[src/design/dcbs_pkg.sv]
// types and constants shared by the dma channel burst sequencer
`default_nettype none
package dcbs_pkg;

    localparam int COUNT_W    = 17;
    localparam int CH_FIELD_W = 3;

    // opcodes
    localparam logic [1:0] OP_SET  = 2'd0;
    localparam logic [1:0] OP_TRIG = 2'd1;
    localparam logic [1:0] OP_CTL  = 2'd2;

    // working flag bit positions (control word bits 31..16)
    localparam int FL_DEST_LO  = 5;
    localparam int FL_SRC_LO   = 7;
    localparam int FL_REPEAT   = 9;
    localparam int FL_WIDE     = 10;
    localparam int FL_START_LO = 12;
    localparam int FL_ENABLE   = 15;
    localparam int CTL_ENABLE  = 31;

    // step modes
    localparam logic [1:0] MODE_INC    = 2'd0;
    localparam logic [1:0] MODE_DEC    = 2'd1;
    localparam logic [1:0] MODE_RELOAD = 2'd3;

    typedef struct packed {
        logic [1:0]  opcode;
        logic [2:0]  channel;
        logic [31:0] source_addr;
        logic [31:0] dest_addr;
        logic [31:0] control_word;
        logic [1:0]  start_type;
    } t_in_item;

    typedef struct packed {
        logic [1:0]         burst_channel;
        logic [31:0]        source_start;
        logic [31:0]        dest_start;
        logic [COUNT_W-1:0] unit_count;
        logic               word_wide;
        logic [1:0]         source_mode;
        logic [1:0]         dest_mode;
        logic               last;
    } t_out_item;

    typedef struct packed {
        logic                  load;
        logic                  wr_ctl;
        logic                  visit;
        logic [CH_FIELD_W-1:0] sel;
        logic [1:0]            stype;
    } t_cmd;

endpackage
`default_nettype wire

[src/design/dcbs_ctrl.sv]
// controller: decodes items and steps the channel scan
`default_nettype none
module dcbs_ctrl #(
    parameter int CHANNELS = 4,
    parameter int CH_W     = 2
) (
    input  wire logic             i_clk,
    input  wire logic             i_rst_n,
    input  wire logic             start,
    input  wire dcbs_pkg::t_in_item i_item,
    output logic                  busy,
    output dcbs_pkg::t_cmd        o_cmd
);

    localparam logic ST_IDLE = 1'b0;
    localparam logic ST_SCAN = 1'b1;

    logic            r_state, n_state;
    logic [CH_W-1:0] r_idx, n_idx;
    logic [1:0]      r_type, n_type;
    logic            accept;
    logic            ch_ok;

    assign busy   = (r_state != ST_IDLE);
    assign accept = start & ~busy;
    assign ch_ok  = ({1'b0, i_item.channel} < 4'(CHANNELS));

    always_comb begin
        n_state      = r_state;
        n_idx        = r_idx;
        n_type       = r_type;
        o_cmd.load   = 1'b0;
        o_cmd.wr_ctl = 1'b0;
        o_cmd.visit  = 1'b0;
        o_cmd.sel    = i_item.channel;
        o_cmd.stype  = r_type;
        case (r_state)
            ST_IDLE: begin
                if (accept) begin
                    case (i_item.opcode)
                        dcbs_pkg::OP_SET: begin
                            if (ch_ok) begin
                                o_cmd.load = 1'b1;
                                n_state    = ST_SCAN;
                                n_idx      = '0;
                                n_type     = 2'd0;
                            end
                        end
                        dcbs_pkg::OP_TRIG: begin
                            n_state = ST_SCAN;
                            n_idx   = '0;
                            n_type  = i_item.start_type;
                        end
                        dcbs_pkg::OP_CTL: begin
                            o_cmd.wr_ctl = ch_ok;
                        end
                        default: begin
                        end
                    endcase
                end
            end
            ST_SCAN: begin
                o_cmd.visit = 1'b1;
                o_cmd.sel   = dcbs_pkg::CH_FIELD_W'(r_idx);
                if (r_idx == CH_W'(CHANNELS - 1)) begin
                    n_state = ST_IDLE;
                end else begin
                    n_idx = r_idx + 1'b1;
                end
            end
            default: begin
                n_state = ST_IDLE;
            end
        endcase
    end

    always_ff @(posedge i_clk) begin
        if (!i_rst_n) begin
            r_state <= ST_IDLE;
            r_idx   <= '0;
            r_type  <= 2'd0;
        end else begin
            r_state <= n_state;
            r_idx   <= n_idx;
            r_type  <= n_type;
        end
    end

endmodule
`default_nettype wire

[src/design/dcbs_datapath.sv]
// datapath: channel state, per-channel burst step and result register
`default_nettype none
module dcbs_datapath #(
    parameter int CHANNELS = 4,
    parameter int CH_W     = 2
) (
    input  wire logic               i_clk,
    input  wire logic               i_rst_n,
    input  wire dcbs_pkg::t_cmd     i_cmd,
    input  wire dcbs_pkg::t_in_item i_item,
    output logic                    o_strobe,
    output dcbs_pkg::t_out_item     o_result
);

    localparam int CW = dcbs_pkg::COUNT_W;

    logic [31:0]   r_sh_dst [CHANNELS];
    logic [31:0]   r_sh_ctl [CHANNELS];
    logic [31:0]   r_wk_src [CHANNELS];
    logic [31:0]   r_wk_dst [CHANNELS];
    logic [CW-1:0] r_wk_cnt [CHANNELS];
    logic [15:0]   r_wk_flg [CHANNELS];

    logic                r_strobe;
    dcbs_pkg::t_out_item r_result;

    logic [CH_W-1:0] sel;
    logic [31:0]     c_src, c_dst, c_shctl, c_shdst;
    logic [CW-1:0]   c_cnt;
    logic [15:0]     c_flg;
    logic [1:0]      dm, sm;
    logic            match, zero_addr, emit, hi_emit;
    logic [31:0]     bytes;
    logic [31:0]     n_src, n_dst;
    logic [CW-1:0]   n_cnt;
    logic [15:0]     n_flg;
    logic [CHANNELS-1:0] pred;
    logic [2:0]      sel3;

    assign sel     = i_cmd.sel[CH_W-1:0];
    assign sel3    = 3'(sel);
    assign c_src   = r_wk_src[sel];
    assign c_dst   = r_wk_dst[sel];
    assign c_cnt   = r_wk_cnt[sel];
    assign c_flg   = r_wk_flg[sel];
    assign c_shctl = r_sh_ctl[sel];
    assign c_shdst = r_sh_dst[sel];
    assign dm      = c_flg[dcbs_pkg::FL_DEST_LO +: 2];
    assign sm      = c_flg[dcbs_pkg::FL_SRC_LO +: 2];

    // channel visit: enable check, fire test, address step
    always_comb begin
        match     = c_shctl[dcbs_pkg::CTL_ENABLE] & c_flg[dcbs_pkg::FL_ENABLE]
                    & (c_flg[dcbs_pkg::FL_START_LO +: 2] == i_cmd.stype);
        zero_addr = (c_src == '0) | (c_dst == '0);
        emit      = match & ~zero_addr;
        bytes     = c_flg[dcbs_pkg::FL_WIDE] ? {13'd0, c_cnt, 2'b00}
                                             : {14'd0, c_cnt, 1'b0};
        n_src = c_src;
        n_dst = c_dst;
        n_cnt = c_cnt;
        n_flg = c_flg;
        if (!c_shctl[dcbs_pkg::CTL_ENABLE]) begin
            n_flg[dcbs_pkg::FL_ENABLE] = 1'b0;
        end
        if (match & zero_addr) begin
            n_flg[dcbs_pkg::FL_ENABLE] = 1'b0;
        end
        if (emit) begin
            if (dm == dcbs_pkg::MODE_INC || dm == dcbs_pkg::MODE_RELOAD) begin
                n_dst = c_dst + bytes;
            end else if (dm == dcbs_pkg::MODE_DEC) begin
                n_dst = c_dst - bytes;
            end
            if (sm == dcbs_pkg::MODE_INC) begin
                n_src = c_src + bytes;
            end else if (sm == dcbs_pkg::MODE_DEC) begin
                n_src = c_src - bytes;
            end
            if (c_flg[dcbs_pkg::FL_REPEAT]) begin
                n_cnt = c_shctl[CW-1:0];
                if (dm == dcbs_pkg::MODE_RELOAD) begin
                    n_dst = c_shdst;
                end
            end else begin
                n_flg[dcbs_pkg::FL_ENABLE] = 1'b0;
            end
        end
    end

    // a higher channel that will still fire makes this burst not the last one
    always_comb begin
        hi_emit = 1'b0;
        for (int j = 0; j < CHANNELS; j++) begin
            pred[j] = r_sh_ctl[j][dcbs_pkg::CTL_ENABLE]
                      & r_wk_flg[j][dcbs_pkg::FL_ENABLE]
                      & (r_wk_flg[j][dcbs_pkg::FL_START_LO +: 2] == i_cmd.stype)
                      & (r_wk_src[j] != '0) & (r_wk_dst[j] != '0);
            if (j > int'(sel)) begin
                hi_emit = hi_emit | pred[j];
            end
        end
    end

    always_ff @(posedge i_clk) begin
        if (!i_rst_n) begin
            for (int j = 0; j < CHANNELS; j++) begin
                r_sh_dst[j] <= '0;
                r_sh_ctl[j] <= '0;
                r_wk_src[j] <= '0;
                r_wk_dst[j] <= '0;
                r_wk_cnt[j] <= '0;
                r_wk_flg[j] <= '0;
            end
        end else begin
            for (int j = 0; j < CHANNELS; j++) begin
                if (int'(sel) == j) begin
                    if (i_cmd.load) begin
                        r_sh_dst[j] <= i_item.dest_addr;
                        r_sh_ctl[j] <= i_item.control_word;
                        r_wk_src[j] <= i_item.source_addr;
                        r_wk_dst[j] <= i_item.dest_addr;
                        r_wk_cnt[j] <= i_item.control_word[CW-1:0];
                        r_wk_flg[j] <= i_item.control_word[31:16];
                    end else if (i_cmd.wr_ctl) begin
                        r_sh_ctl[j] <= i_item.control_word;
                    end else if (i_cmd.visit) begin
                        r_wk_src[j] <= n_src;
                        r_wk_dst[j] <= n_dst;
                        r_wk_cnt[j] <= n_cnt;
                        r_wk_flg[j] <= n_flg;
                    end
                end
            end
        end
    end

    always_ff @(posedge i_clk) begin
        if (!i_rst_n) begin
            r_strobe <= 1'b0;
        end else begin
            r_strobe <= i_cmd.visit & emit;
        end
    end

    always_ff @(posedge i_clk) begin
        if (i_cmd.visit & emit) begin
            r_result.burst_channel <= sel3[1:0];
            r_result.source_start  <= c_src;
            r_result.dest_start    <= c_dst;
            r_result.unit_count    <= c_cnt;
            r_result.word_wide     <= c_flg[dcbs_pkg::FL_WIDE];
            r_result.source_mode   <= sm;
            r_result.dest_mode     <= dm;
            r_result.last          <= ~hi_emit;
        end
    end

    assign o_strobe = r_strobe;
    assign o_result = r_result;

endmodule
`default_nettype wire

[src/design/dma_channel_burst_sequencer.sv]
// top level of the dma channel burst sequencer
// set channel items with a valid channel and trigger items are decoded, then each channel is
// visited in a scan, lowest channel first; a control shadow write does not start a scan.
// a burst descriptor appears on o_result with o_strobe in the cycle after its channel is visited.
// busy is high for the whole scan; the per-channel step is the rate limit.
// synchronous active-low reset clears all channel state, so every channel starts disabled.
`default_nettype none
module dma_channel_burst_sequencer #(
    parameter int CHANNELS = 4
) (
    input  wire logic               i_clk,
    input  wire logic               i_rst_n,
    input  wire logic               start,
    input  wire dcbs_pkg::t_in_item i_item,
    output logic                    busy,
    output logic                    o_strobe,
    output dcbs_pkg::t_out_item     o_result
);

    localparam int CH_W = (CHANNELS > 1) ? $clog2(CHANNELS) : 1;

    dcbs_pkg::t_cmd cmd;

    dcbs_ctrl #(
        .CHANNELS(CHANNELS),
        .CH_W    (CH_W)
    ) u_ctrl (
        .i_clk  (i_clk),
        .i_rst_n(i_rst_n),
        .start  (start),
        .i_item (i_item),
        .busy   (busy),
        .o_cmd  (cmd)
    );

    dcbs_datapath #(
        .CHANNELS(CHANNELS),
        .CH_W    (CH_W)
    ) u_datapath (
        .i_clk   (i_clk),
        .i_rst_n (i_rst_n),
        .i_cmd   (cmd),
        .i_item  (i_item),
        .o_strobe(o_strobe),
        .o_result(o_result)
    );

endmodule
`default_nettype wire

[config.mk]
export PLATFORM = sky130hd
export DESIGN_NAME = dma_channel_burst_sequencer
export DESIGN_NICKNAME = d
export VERILOG_FILES = /design/src/design/dcbs_pkg.sv /design/src/design/dcbs_ctrl.sv /design/src/design/dcbs_datapath.sv /design/src/design/dma_channel_burst_sequencer.sv
export SDC_FILE = /design/constraint.sdc
export NUM_CORES = 1
export LEC_CHECK = 0
export BUFFER_PORTS_ARGS = -buffer_cell sky130_fd_sc_hd__buf_2
export CORE_ASPECT_RATIO = 0.7
export CORE_MARGIN = 4
export CORE_UTILIZATION = 55
export DETAILED_ROUTE_END_ITERATION = 10
export PLACE_DENSITY_LB_ADDON = 0.3
export SYNTH_ARGS = -nofsm -noshare
export SYNTH_HDL_FRONTEND = slang
export SYNTH_SLANG_ARGS = --single-unit
[constraint.sdc]
create_clock -name i_clk -period 6.9 [get_ports i_clk]
set_input_delay 0.345 -clock i_clk [delete_from_list [all_inputs] [get_ports i_clk]]
set_output_delay 0.345 -clock i_clk [all_outputs]
set_load 0.02 [all_outputs]
==> results.md <==
* Arrival @ worst endpoint at roughly 6.8 ns
* Post-synthesis sequential area ratio at 0.560
* Final WS setup at 0.618 ns
* Hold Path Sink: u_datapath.r_wk_flg[3][7]
* Data required time of the critical path at about 7.4 ns
* CTS resizes at 0
* Num rows at 77
* Post-synth top area share at 0.557
* Max_slew headroom at 0.162
* Leakage at 0.0141 uW
* Area leader, netlist: edfxtp_1
* Residual DRC at 0
* Max Cap Violations at 0
* Top FF cell, synth: edfxtp_1
* Max clock buf depth at 3
* Synth Area per Inst at between 10 and 15 um^2
* Die width at between 300 and 400 um
* CTS Hold Bufs at 3
* Final setup fails at 0
* Fmax at roughly 160 MHz
* Post-synthesis adder-cell area fraction at 0.0291
* Clock period minus worst slack at around 6.3 ns
* Routed Antenna Nets at 0
* Synthesized instance count at roughly 2,900
* Share of layout cells above drive strength 1 at 0.182
* Status: complete, no violations
* Synth area leaders: edfxtp_1, mux4_2, and2_1
* Slew @ Worst Pin at about 1.2 ns
* Num Clock Sinks at about 660
* R2R Path Start: u_ctrl.busy
* VDD IR max at between 150 and 200 uV
* Crit end category: register
* DRT Pass-1 Iters at 6
* Worst hold margin at around 0.029 ns
* Worst clock skew at 0.0309 ns
* Main combinational cell family by area after synthesis: compound AO/OA/AOI/OAI gates
* CTS H-tree lvls at 2
* Area grow syn2layout at 11.2%
* Reg2reg end: u_datapath.r_wk_dst[1][29]
* Pin count of the biggest net entering global routing at 66
* Final GP Congestion at around 0.94
* RSZ-0062 raised after global routing: false
* Drt total wl at approximately 120,000 um
* Vias at 26,700
* Vias in the first global route at around 26,000
* R2R depth at 17
* Synth Area in Simple Gates at 0.128
* CP max FO at 23
* Xor/xnor share of the synthesized area at 0.0110
* Fin cells at roughly 3,900
* First-pass GRT wire length at 170,000 um
* Gr ovfl total at 0
* Mux contribution to synthesized area at 0.106
* Hold wc startpoint: i_item[25]
* CTS tree: yes
* CP Class: reg2reg
* Final Max Tran Viols at 0
* Antenna violations before repair at 7
* # Post-CTS Setup Buffers at 0
* Startpoint Class: register
* Syn nets at between 3,000 and 4,000
* PwrDens at around 260 mW/mm^2
* Reg2reg setup slack at between 0.6 and 0.7 ns
* Yosys reg bits at ~660
* Setup_tns at 0 ns
* PortBufs at 190
* Chip height at 219 um
* Yosys warning count at 0
* Hold Crit Class: in2reg
* Wirelength per Cell at about 30 um
* Top-Level Pins at approximately 200
* All-Layer GR Usage at 0.341
* Synth Area in Compound Gates at 0.136
* Later-pin clock latency in the skew report at 0.65 ns
* Post-DP HPWL at around 78,000 um
* Post-synth EDFFs at about 650
* Placed cells at 3,767
* Vias/cell at slightly below 7
* Post-layout instance area at 0.0389 mm^2
* Distinct cells, synth at about 90
* Die area at 0.0678 mm^2
* Core region area at between 0.06 and 0.07 mm^2
* Pre-CTS setup slack at ~0.82 ns
* Syn Std Cell Area at about 0.035 mm^2
* Starting Density at 0.555
* DP Area at 0.0370 mm^2
* Nets at 3,189
* Post-synth ARST share at 0
* Num CTS Buffers at 61
* Final Hold Vio Count at 0
* Initial DRC count at a little over 4,000
* Clk pin slew, worst setup/hold paths at ~0.07 ns
* Final worst path period share at 0.910
* Hold path depth at 3
* Root Driver: clkbuf_16
* Crit path from: u_ctrl.busy
==> worst max-delay path, cell delays in order, from the launching register on <==
cell      delay (ns)
dfxtp_1         0.56
mux2i_4         0.38
inv_8           0.15
mux4_2          0.73
nor2b_1         0.60
ha_1            0.30
inv_1           0.07
fa_1            0.45
nand2b_1        0.20
a21oi_1         0.19
o21ai_0         0.22
o31ai_1         0.68
a31oi_1         0.25
nor4_1          0.34
a31oi_1         0.19
o31ai_1         0.51
a21oi_1         0.14
o21ai_0         0.13
==> layout make-up <==
cell class / instances / area [um^2]
Fill cell: 4838 / 24200
Sequential cell: 655 / 19600
Multi-Input combinational cell: 1947 / 14500
Clock buffer: 77 / 1610
Timing Repair Buffer: 252 / 1470
Tap cell: 829 / 1040
Inverter: 87 / 339
Clock inverter: 35 / 324
Antenna cell: 3 / 7.51
==> registers in the layout, indices dropped and copies added (netlist names) <==
name,cells
u_datapath.r_wk_dst,128
u_datapath.r_wk_src,128
u_datapath.o_strobe,1
u_datapath.r_wk_flg,36
u_datapath.r_sh_ctl,72
u_ctrl.busy,1
u_datapath.o_result,89
u_datapath.r_sh_dst,128
u_ctrl.r_type,2
u_datapath.r_wk_cnt,68
u_ctrl.r_idx,2
==> how the worst max path moves through the flow <==
stage,end,slack (ns),cells past startpoint
after floorplan,u_datapath.r_wk_cnt[2][0],0.66,6
after detailed placement,u_datapath.r_wk_dst[1][29],0.82,17
final,u_datapath.r_wk_dst[1][29],0.62,17
after CTS,u_datapath.r_wk_dst[1][29],0.79,17
after global placement,u_datapath.r_wk_dst[0][2],0.98,13
after global routing,u_datapath.r_wk_dst[2][29],0.28,17
==> power by group <==
group / internal, uW / switching (uW) / leakage (uW)
Combinational: 663 / 1380 / 0.00654
Clock: 1830 / 1510 / 0.000932
Sequential: 4550 / 73.5 / 0.00666
Total: 7040 / 2960 / 0.0141
==> metal layers <==
layer	global-route usage	wire (um)	vias up
met4	0.129	4570	6
met1	0.482	44000	13100
met3	0.101	17500	298
met5	0.00145	40	-
met2	0.503	50100	2089
li1	-	-	11200
==> cell usage after synthesis, drive strengths merged (13+ instances only) <==
library cell,instances
ha,75
o22ai,13
nand4,17
a21oi,103
a211o,18
o31ai,16
inv,86
and2,204
nor3,38
a211oi,27
nor4,57
o21ai,266
nand2b,18
buf,43
nand2,297
nor2,156
nor2b,13
a22o,42
mux4,136
nand3,46
mux2,18
clkbuf,123
or3,16
o21bai,87
mux2i,41
edfxtp,649
a31oi,13
and3,14
xnor2,32
o211ai,20
==> cell families (layout without fill, tap and decap cells) <==
logic type / after synthesis / after routing
AOI/OAI and AO/OA: 727 / 727
xor gates and xnor gates: 44 / 44
adders and majority gates: 79 / 79
buffers and inverters: 253 / 451
DFF: 655 / 655
muxes: 195 / 195
other: 0 / 3
and+or+nand+nor: 902 / 902
==> through the flow <==
stage          total power (uW)  utilization
2_1_floorplan              5970            -
3_3_place_gp               6620        0.586
3_5_place_dp               6660        0.586
4_1_cts                    9940        0.617
5_1_grt                   10300        0.617
6_report                  10000        0.617
==> layout by cell type (no fill, tap or decap), types with 55 or more instances in the layout <==
| cell | netlist | final |
|---|---|---|
| o21ai_0 | 178 | 170 |
| nor4_1 | 55 | 55 |
| and2_1 | 203 | 203 |
| a21oi_1 | 94 | 94 |
| inv_1 | 83 | 83 |
| edfxtp_1 | 649 | 649 |
| o21ai_1 | 87 | 91 |
| o21bai_1 | 87 | 87 |
| mux4_2 | 136 | 136 |
| buf_4 | 4 | 55 |
| clkbuf_16 | 0 | 62 |
| nor2_1 | 155 | 145 |
| ha_1 | 75 | 75 |
| nand2_1 | 295 | 295 |
| buf_2 | 25 | 190 |
(Power assumes the default switching activity.)
